File: config.mk
export PLATFORM = sky130hd
export DESIGN_NAME = lcg_ranged_draw_with_seed_bank
export DESIGN_NICKNAME = d
export VERILOG_FILES = /design/src/rtl/lrd_pkg.sv /design/src/rtl/lcg_ranged_draw_with_seed_bank.sv
export VERILOG_INCLUDE_DIRS = /design/src /design/src/rtl
export SDC_FILE = /design/constraint.sdc
export NUM_CORES = 2
export LEC_CHECK = 0
export ABC_AREA = 1
export ABC_CLOCK_PERIOD_IN_PS = 9200
export BUFFER_PORTS_ARGS = -buffer_cell sky130_fd_sc_hd__buf_4
export CAP_MARGIN = 40
export CORE_AREA = 8 8 228 230
export CTS_CLUSTER_DIAMETER = 150
export DETAILED_ROUTE_END_ITERATION = 16
export DIE_AREA = 0 0 236 238
export PLACE_DENSITY = 0.83
export RECOVER_POWER = 100
export REMOVE_ABC_BUFFERS = 1
export SYNTH_ARGS = -nofsm -noshare
export SYNTH_HDL_FRONTEND = slang
export SYNTH_SLANG_ARGS = --single-unit
File: constraint.sdc
create_clock -name clk -period 9.2 [get_ports clk]
set_clock_uncertainty 0.05 [all_clocks]
set_input_delay 0.92 -clock clk [delete_from_list [all_inputs] [get_ports clk]]
set_output_delay 0.92 -clock clk [all_outputs]
set_load 0.01 [all_outputs]
File: src/rtl/lcg_ranged_draw_with_seed_bank_defines.svh
// ----------------------------------------------------------------------------
// LCG ranged draw assertion macros
// Shared property wrappers for the generator block; clocked on clk and
// disabled while rst_n is low.
// ----------------------------------------------------------------------------
`ifndef LCG_RANGED_DRAW_WITH_SEED_BANK_DEFINES_SVH
`define LCG_RANGED_DRAW_WITH_SEED_BANK_DEFINES_SVH

// Check that cons holds in the same cycle as ante
`define LRD_ASSERT_NOW(label, ante, cons, msg) \
    label: assert property (@(posedge clk) disable iff (!rst_n) (ante) |-> (cons)) \
        else $error(msg);

// Check that cons holds in the cycle after ante
`define LRD_ASSERT_NEXT(label, ante, cons, msg) \
    label: assert property (@(posedge clk) disable iff (!rst_n) (ante) |=> (cons)) \
        else $error(msg);

`endif

File: src/rtl/lrd_pkg.sv
// ----------------------------------------------------------------------------
// LCG ranged draw package
// Constants, stream widths, action codes and the seed bank reset table.
// ----------------------------------------------------------------------------
package lrd_pkg;

    // Generator recurrence X = (LCG_MUL * X + LCG_ADD) mod LCG_MOD
    localparam int unsigned LCG_MUL    = 24298;
    localparam int unsigned LCG_ADD    = 99991;
    localparam int unsigned LCG_MOD    = 199017;
    localparam int unsigned SEED_RESET = 138;

    // Field widths
    localparam int unsigned SEED_W   = 18;
    localparam int unsigned VALUE_W  = 16;
    localparam int unsigned SPAN_W   = VALUE_W + 1;
    localparam int unsigned SLOT_W   = 4;
    localparam int unsigned ACTION_W = 2;

    // Seed bank size
    localparam int unsigned NUM_GENERATORS_DEF = 10;
    localparam int unsigned NUM_GENERATORS_MAX = 16;

    // Product width: an 18-bit operand times a 17-bit operand
    localparam int unsigned PROD_W = SEED_W + SPAN_W;

    // Reduction by the modulus through a scaled reciprocal. Every product to
    // reduce stays below 2**RECIP_SHIFT; its top SEED_W bits times RECIP_M,
    // shifted down by SEED_W, give a quotient at most two short, so the
    // remainder left over is below three moduli.
    localparam int unsigned     RECIP_SHIFT = 34;
    localparam int unsigned     RECIP_LSB   = RECIP_SHIFT - SEED_W;
    localparam longint unsigned RECIP_M     = (64'd1 << RECIP_SHIFT) / LCG_MOD;
    localparam int unsigned     QUOT_W      = SPAN_W;
    localparam int unsigned     REM_W       = SEED_W + 2;

    // Stream payload widths
    localparam int unsigned IN_DATA_BITS  = 2 * VALUE_W + SLOT_W + SEED_W;
    localparam int unsigned IN_DATA_W     = ((IN_DATA_BITS + 7) / 8) * 8;
    localparam int unsigned OUT_DATA_BITS = VALUE_W + SEED_W;
    localparam int unsigned OUT_DATA_W    = ((OUT_DATA_BITS + 7) / 8) * 8;

    // Action codes carried on s_tuser
    typedef enum logic [ACTION_W-1:0] {
        ACT_DRAW   = 2'd0,
        ACT_SELECT = 2'd1,
        ACT_SET    = 2'd2
    } action_t;

    // Reset contents of the seed bank; entries past the tenth start at zero
    function automatic logic [SEED_W-1:0] bank_reset(input int unsigned idx);
        logic [SEED_W-1:0] val;
        unique case (idx)
            0:       val = SEED_W'(1197);
            1:       val = SEED_W'(949);
            2:       val = SEED_W'(8384);
            3:       val = SEED_W'(3553);
            4:       val = SEED_W'(3399);
            5:       val = SEED_W'(9880);
            6:       val = SEED_W'(1134);
            7:       val = SEED_W'(6543);
            8:       val = SEED_W'(9988);
            9:       val = SEED_W'(88776);
            default: val = '0;
        endcase
        return val;
    endfunction

endpackage

File: src/rtl/lcg_ranged_draw_with_seed_bank.sv
// ----------------------------------------------------------------------------
// LCG ranged draw with seed bank
// Linear congruential generator with a bank of saved seeds, drawing values
// scaled onto an inclusive range through one shared multiplier.
// ----------------------------------------------------------------------------
// A draw steps through its states in order: a multiply forms the recurrence
// product and three more steps reduce it by the modulus (a reciprocal
// multiply for a quotient estimate, a multiply back for the remainder, and
// one correction of up to two moduli); the same four steps scale the state
// onto the range, a done state loads the result and the block then returns
// to idle. All multiplies share one 18 by 17 bit multiplier. A draw result
// not taken holds the block until the output register drains. Select and
// set complete in the transfer cycle; their result is valid the cycle
// after, and the next item is taken as soon as the output register is free
// or drained. Seed bank reset values load at reset; no clearing pass is
// needed.
`include "lcg_ranged_draw_with_seed_bank_defines.svh"

module lcg_ranged_draw_with_seed_bank #(
    parameter int unsigned NUM_GENERATORS = lrd_pkg::NUM_GENERATORS_DEF
) (
    input  logic                              clk,
    input  logic                              rst_n,
    // Input stream
    input  logic                              s_tvalid,
    output logic                              s_tready,
    // range_low[15:0], range_high[31:16], slot[35:32], new_seed[53:36]
    input  logic [lrd_pkg::IN_DATA_W-1:0]     s_tdata,
    // action[1:0]
    input  logic [lrd_pkg::ACTION_W-1:0]      s_tuser,
    // Output stream
    output logic                              m_tvalid,
    input  logic                              m_tready,
    // drawn_value[15:0], seed_now[33:16]
    output logic [lrd_pkg::OUT_DATA_W-1:0]    m_tdata
);

    import lrd_pkg::*;

    localparam int unsigned IDX_W = (NUM_GENERATORS > 1) ? $clog2(NUM_GENERATORS) : 1;

    typedef enum logic [2:0] {
        ST_IDLE,
        ST_MUL_STEP,
        ST_MUL_SCALE,
        ST_RECIP,
        ST_BACK,
        ST_FIX,
        ST_DONE
    } state_t;

    state_t                  state_reg;
    logic [SEED_W-1:0]       seed_reg;
    logic [SEED_W-1:0]       bank_reg [NUM_GENERATORS];
    logic [IDX_W-1:0]        cur_slot_reg;
    logic [VALUE_W-1:0]      lo_reg;
    logic                    empty_reg;
    logic [SPAN_W-1:0]       span_reg;
    logic                    scale_pass_reg;
    logic [RECIP_SHIFT-1:0]  num_reg;
    logic [QUOT_W-1:0]       quot_reg;
    logic [REM_W-1:0]        rem_reg;
    logic                    out_valid_reg;
    logic [VALUE_W-1:0]      out_drawn_reg;
    logic [SEED_W-1:0]       out_seed_reg;

    logic [PROD_W-1:0]       prod;
    logic [SEED_W-1:0]       mul_a;
    logic [SPAN_W-1:0]       mul_b;
    logic [PROD_W-1:0]       mul_c;
    logic [SEED_W-1:0]       fix_rem;
    logic [QUOT_W-1:0]       fix_quot;

    // Unpack the input transfer
    action_t                 in_action;
    logic [VALUE_W-1:0]      in_lo;
    logic [VALUE_W-1:0]      in_hi;
    logic [SLOT_W-1:0]       in_slot;
    logic [SEED_W-1:0]       in_seed;
    logic [IDX_W-1:0]        sel_idx;
    logic                    sel_ok;
    logic [SEED_W-1:0]       sel_seed;
    logic                    out_free;
    logic                    in_fire;
    logic                    out_load;

    assign in_action = action_t'(s_tuser);
    assign in_lo     = s_tdata[VALUE_W-1:0];
    assign in_hi     = s_tdata[2*VALUE_W-1:VALUE_W];
    assign in_slot   = s_tdata[2*VALUE_W+SLOT_W-1:2*VALUE_W];
    assign in_seed   = s_tdata[2*VALUE_W+SLOT_W+SEED_W-1:2*VALUE_W+SLOT_W];

    assign sel_idx  = IDX_W'(in_slot);
    assign sel_ok   = ({1'b0, in_slot} < (SLOT_W+1)'(NUM_GENERATORS));
    // A select of the current slot reloads the seed just stored
    assign sel_seed = (sel_idx == cur_slot_reg) ? seed_reg : bank_reg[sel_idx];

    assign out_free = !out_valid_reg || m_tready;
    assign s_tready = (state_reg == ST_IDLE) && out_free;
    assign in_fire  = s_tvalid && s_tready;

    // Results of select, set and unused actions load at once, draws when done
    assign out_load = (in_fire && (in_action != ACT_DRAW))
                   || ((state_reg == ST_DONE) && out_free);

    assign m_tvalid = out_valid_reg;
    assign m_tdata  = OUT_DATA_W'({out_seed_reg, out_drawn_reg});

    // Shared multiplier: recurrence step, scale by the span, reciprocal
    // estimate of the quotient, or quotient back times the modulus
    always_comb
    begin
        case (state_reg)
            ST_MUL_STEP:
            begin
                mul_a = seed_reg;
                mul_b = SPAN_W'(LCG_MUL);
                mul_c = PROD_W'(LCG_ADD);
            end
            ST_RECIP:
            begin
                mul_a = num_reg[RECIP_LSB +: SEED_W];
                mul_b = SPAN_W'(RECIP_M);
                mul_c = '0;
            end
            ST_BACK:
            begin
                mul_a = SEED_W'(LCG_MOD);
                mul_b = quot_reg;
                mul_c = '0;
            end
            default:
            begin
                mul_a = seed_reg;
                mul_b = span_reg;
                mul_c = '0;
            end
        endcase
    end

    assign prod = PROD_W'(mul_a) * PROD_W'(mul_b) + mul_c;

    // Correct the estimate: the remainder holds up to two extra moduli
    always_comb
    begin
        if (rem_reg >= REM_W'(2 * LCG_MOD))
        begin
            fix_rem  = SEED_W'(rem_reg - REM_W'(2 * LCG_MOD));
            fix_quot = quot_reg + QUOT_W'(2);
        end
        else if (rem_reg >= REM_W'(LCG_MOD))
        begin
            fix_rem  = SEED_W'(rem_reg - REM_W'(LCG_MOD));
            fix_quot = quot_reg + QUOT_W'(1);
        end
        else
        begin
            fix_rem  = SEED_W'(rem_reg);
            fix_quot = quot_reg;
        end
    end

    // Sequencer, generator state, seed bank and output register
    always_ff @(posedge clk or negedge rst_n)
    begin
        if (!rst_n)
        begin
            state_reg      <= ST_IDLE;
            seed_reg       <= SEED_W'(SEED_RESET);
            for (int i = 0; i < NUM_GENERATORS; i++)
            begin
                bank_reg[i] <= bank_reset(i);
            end
            cur_slot_reg   <= '0;
            lo_reg         <= '0;
            empty_reg      <= 1'b0;
            span_reg       <= '0;
            scale_pass_reg <= 1'b0;
            num_reg        <= '0;
            quot_reg       <= '0;
            rem_reg        <= '0;
            out_valid_reg  <= 1'b0;
            out_drawn_reg  <= '0;
            out_seed_reg   <= '0;
        end
        else
        begin
            // Load a finished result, drop it once taken
            if (out_load)
            begin
                out_valid_reg <= 1'b1;
            end
            else if (m_tready)
            begin
                out_valid_reg <= 1'b0;
            end

            unique case (state_reg)
                ST_IDLE:
                begin
                    if (in_fire)
                    begin
                        case (in_action)
                            ACT_DRAW:
                            begin
                                lo_reg    <= in_lo;
                                empty_reg <= (in_hi < in_lo);
                                // Zero span on an empty range keeps the product small
                                span_reg  <= (in_hi < in_lo) ? '0
                                           : SPAN_W'({1'b0, in_hi} - {1'b0, in_lo} + 1'b1);
                                state_reg <= ST_MUL_STEP;
                            end
                            ACT_SELECT:
                            begin
                                out_drawn_reg <= '0;
                                if (sel_ok)
                                begin
                                    bank_reg[cur_slot_reg] <= seed_reg;
                                    seed_reg               <= sel_seed;
                                    cur_slot_reg           <= sel_idx;
                                    out_seed_reg           <= sel_seed;
                                end
                                else
                                begin
                                    out_seed_reg <= seed_reg;
                                end
                            end
                            ACT_SET:
                            begin
                                seed_reg      <= in_seed;
                                out_drawn_reg <= '0;
                                out_seed_reg  <= in_seed;
                            end
                            default:
                            begin
                                out_drawn_reg <= '0;
                                out_seed_reg  <= seed_reg;
                            end
                        endcase
                    end
                end

                ST_MUL_STEP, ST_MUL_SCALE:
                begin
                    num_reg        <= prod[RECIP_SHIFT-1:0];
                    scale_pass_reg <= (state_reg == ST_MUL_SCALE);
                    state_reg      <= ST_RECIP;
                end

                ST_RECIP:
                begin
                    // Quotient estimate sits SEED_W bits up in the product
                    quot_reg  <= prod[SEED_W +: QUOT_W];
                    state_reg <= ST_BACK;
                end

                ST_BACK:
                begin
                    // Remainder fits the low bits, so subtract only those
                    rem_reg   <= num_reg[REM_W-1:0] - prod[REM_W-1:0];
                    state_reg <= ST_FIX;
                end

                ST_FIX:
                begin
                    if (!scale_pass_reg)
                    begin
                        // Remainder is the advanced generator state
                        seed_reg  <= fix_rem;
                        state_reg <= ST_MUL_SCALE;
                    end
                    else
                    begin
                        // Quotient is the offset into the range
                        out_drawn_reg <= empty_reg ? lo_reg
                                                   : lo_reg + fix_quot[VALUE_W-1:0];
                        state_reg     <= ST_DONE;
                    end
                end

                ST_DONE:
                begin
                    // Hold the draw until the output register is free
                    if (out_free)
                    begin
                        out_seed_reg <= seed_reg;
                        state_reg    <= ST_IDLE;
                    end
                end

                default:
                begin
                    state_reg <= ST_IDLE;
                end
            endcase
        end
    end

    // Advanced state always lands below the modulus
    `LRD_ASSERT_NEXT(a_seed_reduced,
        (state_reg == ST_FIX) && !scale_pass_reg,
        seed_reg < SEED_W'(LCG_MOD),
        "advanced generator state not reduced by the modulus")

    // Quotient estimate leaves less than three moduli over
    `LRD_ASSERT_NOW(a_rem_bounded,
        state_reg == ST_FIX,
        rem_reg < REM_W'(3 * LCG_MOD),
        "quotient estimate too far below the true quotient")

    // Scaled offset stays inside the span
    `LRD_ASSERT_NOW(a_offset_in_span,
        (state_reg == ST_FIX) && scale_pass_reg && !empty_reg,
        fix_quot < span_reg,
        "scaled offset outside the requested range")

    // No input taken while a draw is in flight
    `LRD_ASSERT_NOW(a_busy_not_ready,
        state_reg != ST_IDLE,
        !s_tready,
        "input accepted while a draw is in progress")

    // Current slot always names a bank entry
    `LRD_ASSERT_NOW(a_slot_in_bank,
        1'b1,
        {1'b0, cur_slot_reg} < (IDX_W+1)'(NUM_GENERATORS),
        "current slot outside the seed bank")

    // A draw result is presented the cycle after it completes
    `LRD_ASSERT_NEXT(a_draw_presented,
        (state_reg == ST_DONE) && out_free,
        m_tvalid && (state_reg == ST_IDLE),
        "finished draw not presented on the output")

endmodule
== After elaboration in Yosys (flattened, before gate mapping) ==
Cells that the tools add are included.

* Add/subtract/negate cells: 9
* $mul: 1
* Order comparisons: 7
* Equality and inequality tests: 16
* Muxes and demuxes: 36
* Bitwise operators: 2
* Reduce and logical (&&, ||, !) cells: 21

{| class="wikitable"
|+ Operators by type and width
! cell !! count
|-
| $mux 18 || 11
|-
| $bwmux 180 || 1
|-
| $pmux 18 s2 || 4
|-
| $mux 16 || 6
|-
| $bmux 18 s4 || 1
|-
| $demux 18 s4 || 1
|-
| $pmux 18 s3 || 1
|-
| $pmux 17 s3 || 1
|-
| $sub 18x18->18 const B || 2
|-
| $add 35x35->35 || 1
|-
| $mul 18x17->35 || 1
|-
| $mux 17 || 2
|-
| $pmux 16 s2 || 1
|-
| $ge 20x18->1 const B || 1
|-
| $ge 20x19->1 const B || 1
|-
| $sub 20x20->20 || 1
|-
| $pmux 3 s6 || 1
|-
| $add 17x1->17 const B || 1
|-
| $sub 16x16->17 || 1
|-
| $add 16x1->16 const B || 1
|-
| $add 16x16->16 || 1
|-
| $add 16x2->16 const B || 1
|-
| $lt 16x16->1 || 1
|-
| $reduce_and 4->1 || 4
|-
| 23 further kinds || 45
|}

* Bits in registers: 346
* Output and inout port bits: 42
* Word-level logic and storage cells: 115

== Longest topological paths before layout ==
* Depth in word-level cells: 9
* Depth in mapped cells: 40
* Gate-level depth less buffers: 40

== Worst setup path before layout ==
No wires, ideal clock.

* Path type: register -> register
* From: register state_reg[1]
* To: register rem_reg[19]
* Arrival: 7.165 ns
* Required time: 9.032 ns
* Slack: 1.867 ns
* Cell stages (with the launch flop): 38
* Buffers on the path: 1
* Cell sequence: dfrtp_1 -> inv_1 -> nand2_1 -> nor2_1 -> nor2_4 -> a21boi_2 -> inv_1 -> clkbuf_1 -> nor2_1 -> fa_1 -> inv_1 -> fa_1 -> fa_1 -> inv_1 -> ha_1 -> fa_1 -> inv_1 -> fa_1 -> [... 2 more ...] -> nand2_1 -> inv_1 -> nand2_1 -> nand2_1 -> a31o_2 -> xnor2_1 -> ha_1 -> nand2_1 -> nor2_1 -> nand4_1 -> o21ai_0 -> nand3_1 -> nand2_1 -> nand2_1 -> nand2_1 -> nand2_1 -> nand3_1 -> nand2_1

* Longest elaborated chain between the ends: 5
* Elaborated cells on any way between the ends: 9
* Classes of those cells: add/sub (2); mul (1); eq/ne (3); mux (3)

{| class="wikitable"
|+ RTL lines
! element !! RTL line !! RTL
|-
| from (decl) || lcg_ranged_draw_with_seed_bank.sv:52 || <nowiki>state_t state_reg;</nowiki>
|-
| from (signal assigned) || lcg_ranged_draw_with_seed_bank.sv:168 || <nowiki>state_reg <= ST_IDLE;</nowiki>
|-
| from (signal assigned) || lcg_ranged_draw_with_seed_bank.sv:211 || <nowiki>state_reg <= ST_MUL_STEP;</nowiki>
|-
| from (signal assigned) || lcg_ranged_draw_with_seed_bank.sv:247 || <nowiki>state_reg <= ST_RECIP;</nowiki>
|-
| $eq 3x3->1 (tied with other cells) || lcg_ranged_draw_with_seed_bank.sv:113, lcg_ranged_draw_with_seed_bank.sv:198 ||
|-
| $pmux 17 s3 or $pmux 18 s2 (tied branches) || lcg_ranged_draw_with_seed_bank.sv:113 || <nowiki>case (state_reg)</nowiki>
|-
| $mul 18x17->35 || lcg_ranged_draw_with_seed_bank.sv:141 || <nowiki>assign prod = PROD_W'(mul_a) * PROD_W'(mul_b) + mul_c;</nowiki>
|-
| $add 35x35->35 || lcg_ranged_draw_with_seed_bank.sv:141 ||
|-
| $sub 20x20->20 || lcg_ranged_draw_with_seed_bank.sv:260 || <nowiki>rem_reg <= num_reg[REM_W-1:0] - prod[REM_W-1:0];</nowiki>
|-
| to (signal assigned) || lcg_ranged_draw_with_seed_bank.sv:260 ||
|-
| to (decl) || lcg_ranged_draw_with_seed_bank.sv:62 || <nowiki>logic [REM_W-1:0] rem_reg;</nowiki>
|}

Several ways; a longest one is shown, not always the timed one.
A chain may end at the register's enable or synchronous reset.

== Worst setup path after layout ==
* From: register state_reg[0]
* To: register rem_reg[19]

The elaborated chain is that of the path after synthesis.

==> results_dict.tcl <==
set metrics [dict create \
    clk_latency_ns 0.57 \
    syn-cell-area_um2 30600 \
    hold_buffers 0 \
    grt_pass1_wl_um 148000 \
    core_area_um2 48300 \
    fin_crit_sh_pct 93.8 \
    yosysSeqAreaShare_pct 28.6 \
    synth_cell_type_count 56 \
    final_cell_mix "nand2_1 (955), inv_1 (634), o21ai_0 (417)" \
    num_vias 27939 \
    holdCritStartpoint "bank_reg[80]$_DFFE_PN0P_" \
    synthFlopType "dfrtp_1" \
    die_area_um2 56200 \
    die_h_um 238 \
    synth_seq_cells 346 \
    worstPathMaxFanout 10 \
    cts_buffer_depth 3 \
    rows 81 \
    period_minus_slack_ns 8.63 \
    min_path_type "reg -> reg" \
    wl_per_cell_um 19.3 \
    numCtsBuffers 39 \
    cts_tree "yes" \
    cts_setup_buffers 0 \
    ios 104 \
    synthArstFlopShare_pct 100 \
    die_w_um 236 \
    start_kind "register" \
    r2r_cells 35 \
    worstSetupEndpointType "register" \
    dp_hpwl_um 67900 \
    worstSetupStartpoint "state_reg[0]$_DFFE_PN0P_" \
    route.detailed.drc 0 \
    tns_ns 0 \
    portBuffers 95 \
    finalSetupViolCount 0 \
    slew_violations 390 \
    syn_to_final_growth_pct 8.03 \
    synth_edf_count 0 \
    initial_core_util_pct 63.3 \
    rsz0062_at_grt "no" \
    r2r_end "rem_reg[19]$_DFFE_PN0N_" \
    maxCapViolations 7 \
    slowest_delay_ns 0.57 \
    fmax_ghz 0.116 \
    grt_max_degree 98 \
    hold_depth 2 \
    overflow 0 \
    cts-root-buf "clkbuf_16" \
    fin_nets 4575 \
    status "finished with violations" \
    critPathCapture "rem_reg[19]$_DFFE_PN0N_" \
    via_per_inst 5.92 \
    cpMostUsedCell "inv_1" \
    critPathKind "reg -> reg" \
    grt_pass1_vias 27701 \
    yosys_warnings 0 \
    cp.required_ns 9.61 \
    htree_num_levels 2 \
    final_common_cell "nand2_1" \
    r2r_start "state_reg[0]$_DFFE_PN0P_" \
    largest_reg_flops 180 \
    r2r_slack_ns 0.57 \
    crit_arrival_ns 9.04 \
    gp_congestion 0.978 \
    clock-sinks 346 \
    dr.first_iter.drc_count 3290 \
    clk_pin_slew_ns 0.06 \
    failed_checks "max-capacitance violations, max-slew violations" \
    synth_area_per_cell_um2 7.61 \
    antenna_left 0 \
    track_usage_pct 32.7 \
    cts_resized 0 \
    slew_headroom_pct -236 \
    drive_above_1_share_pct 6.81 \
    grt_antenna_before_repair 0 \
    syn_inst 4020 \
    first_pass_iters 8 \
    final-hold-violation-count 0 \
    cp_slowest_cell "fa_1" \
    routed_wl_um 91200 \
    tightest_slew_ns 5.04 \
]
## logic make-up (layout without fill, tap and decap cells)
group | Yosys count | count (layout) | share of synthesized area (%)
simple gates | 1613 | 1613 | 21.3
buf+inv | 821 | 890 | 10.3
compound gates | 730 | 730 | 13.4
fa+ha+maj | 448 | 448 | 24.6
flops | 346 | 346 | 28.6
xor+xnor | 60 | 60 | 1.76
other cells | 1 | 7 | 0.0123
mux | 1 | 1 | 0.0327
## stage by stage
step | worst slack [ns] | instance area, um^2 | std cells | utilization, % | hold slack [ns]
6_report | 0.566 | 33100 | 4717 | 68.4 | 0.430
5_1_grt | 0.188 | 33100 | 4716 | 68.4 | 0.445
4_1_cts | 0.928 | 33500 | 4716 | 69.3 | 0.332
3_5_place_dp | 0.983 | 32200 | 4646 | 66.5 | 0.414
3_3_place_gp | 1.14 | 31900 | 4635 | 66.0 | 0.410
2_1_floorplan | 1.06 | 29900 | 3858 | - | 0.398
## critical path: cells and delay by family, from the launching register on
| kind | cells | cell delay, ns |
|---|---|---|
| compound gates | 2 | 0.85 |
| simple gates | 15 | 2.10 |
| fa+ha+maj | 8 | 3.68 |
| xor+xnor | 1 | 0.34 |
| flops | 1 | 0.42 |
| buf+inv | 9 | 1.07 |
## final cells by class
cell class	instances	area (um^2)
clock inverter	15	204
inverter	654	2450
timing repair buffer	166	1100
clock buffer	55	1130
tap	622	778
fill	3909	15300
multi-input combinational	2858	18700
sequential	346	8740
antenna	1	2.50
## cells in the mapped netlist, drive strengths merged, types with 5 or more instances
| cell type | count | area, um^2 |
|---|---|---|
| nand2 | 955 | 3600 |
| inv | 642 | 2410 |
| o21ai | 423 | 2120 |
| nor2 | 407 | 1560 |
| dfrtp | 280 | 7010 |
| fa | 258 | 5160 |
| ha | 190 | 2380 |
| nand3 | 184 | 931 |
| a21oi | 148 | 741 |
| clkbuf | 120 | 452 |
| dfstp | 66 | 1730 |
| o211ai | 62 | 465 |
| buf | 47 | 245 |
| o22ai | 43 | 350 |
| xor2 | 31 | 272 |
| nand4 | 28 | 194 |
| xnor2 | 28 | 245 |
| nor3 | 20 | 123 |
| a31oi | 14 | 87.6 |
| clkinv | 12 | 45.0 |
| or2 | 9 | 56.3 |
| o221ai | 7 | 61.3 |
| a22oi | 6 | 50.1 |
| o21bai | 6 | 45.0 |
| a21boi | 5 | 48.8 |
## routing by layer
metal / up-vias / share of wire, % / track usage, %
li1: 12773 / - / -
met1: 13394 / 40 / 43.4
met2: 1457 / 44 / 49.9
met3: 315 / 10 / 7.56
met4: 0 / 5.7 / 17.3
met5: - / 0 / 0
## worst min-delay path by stage
stage                                         end  slack, ns
finish                   bank_reg[80]$_DFFE_PN0P_       0.43
global route        out_drawn_reg[13]$_DFFE_PN0P_       0.44
CTS                      bank_reg[80]$_DFFE_PN0P_       0.33
detailed placement       bank_reg[57]$_DFFE_PN1P_       0.41
global placement         bank_reg[59]$_DFFE_PN1P_       0.41
floorplan               bank_reg[112]$_DFFE_PN0P_       0.40
Power is not shown: default switching activity piles up to over one toggle a cycle in this logic, so the estimate is an artifact.
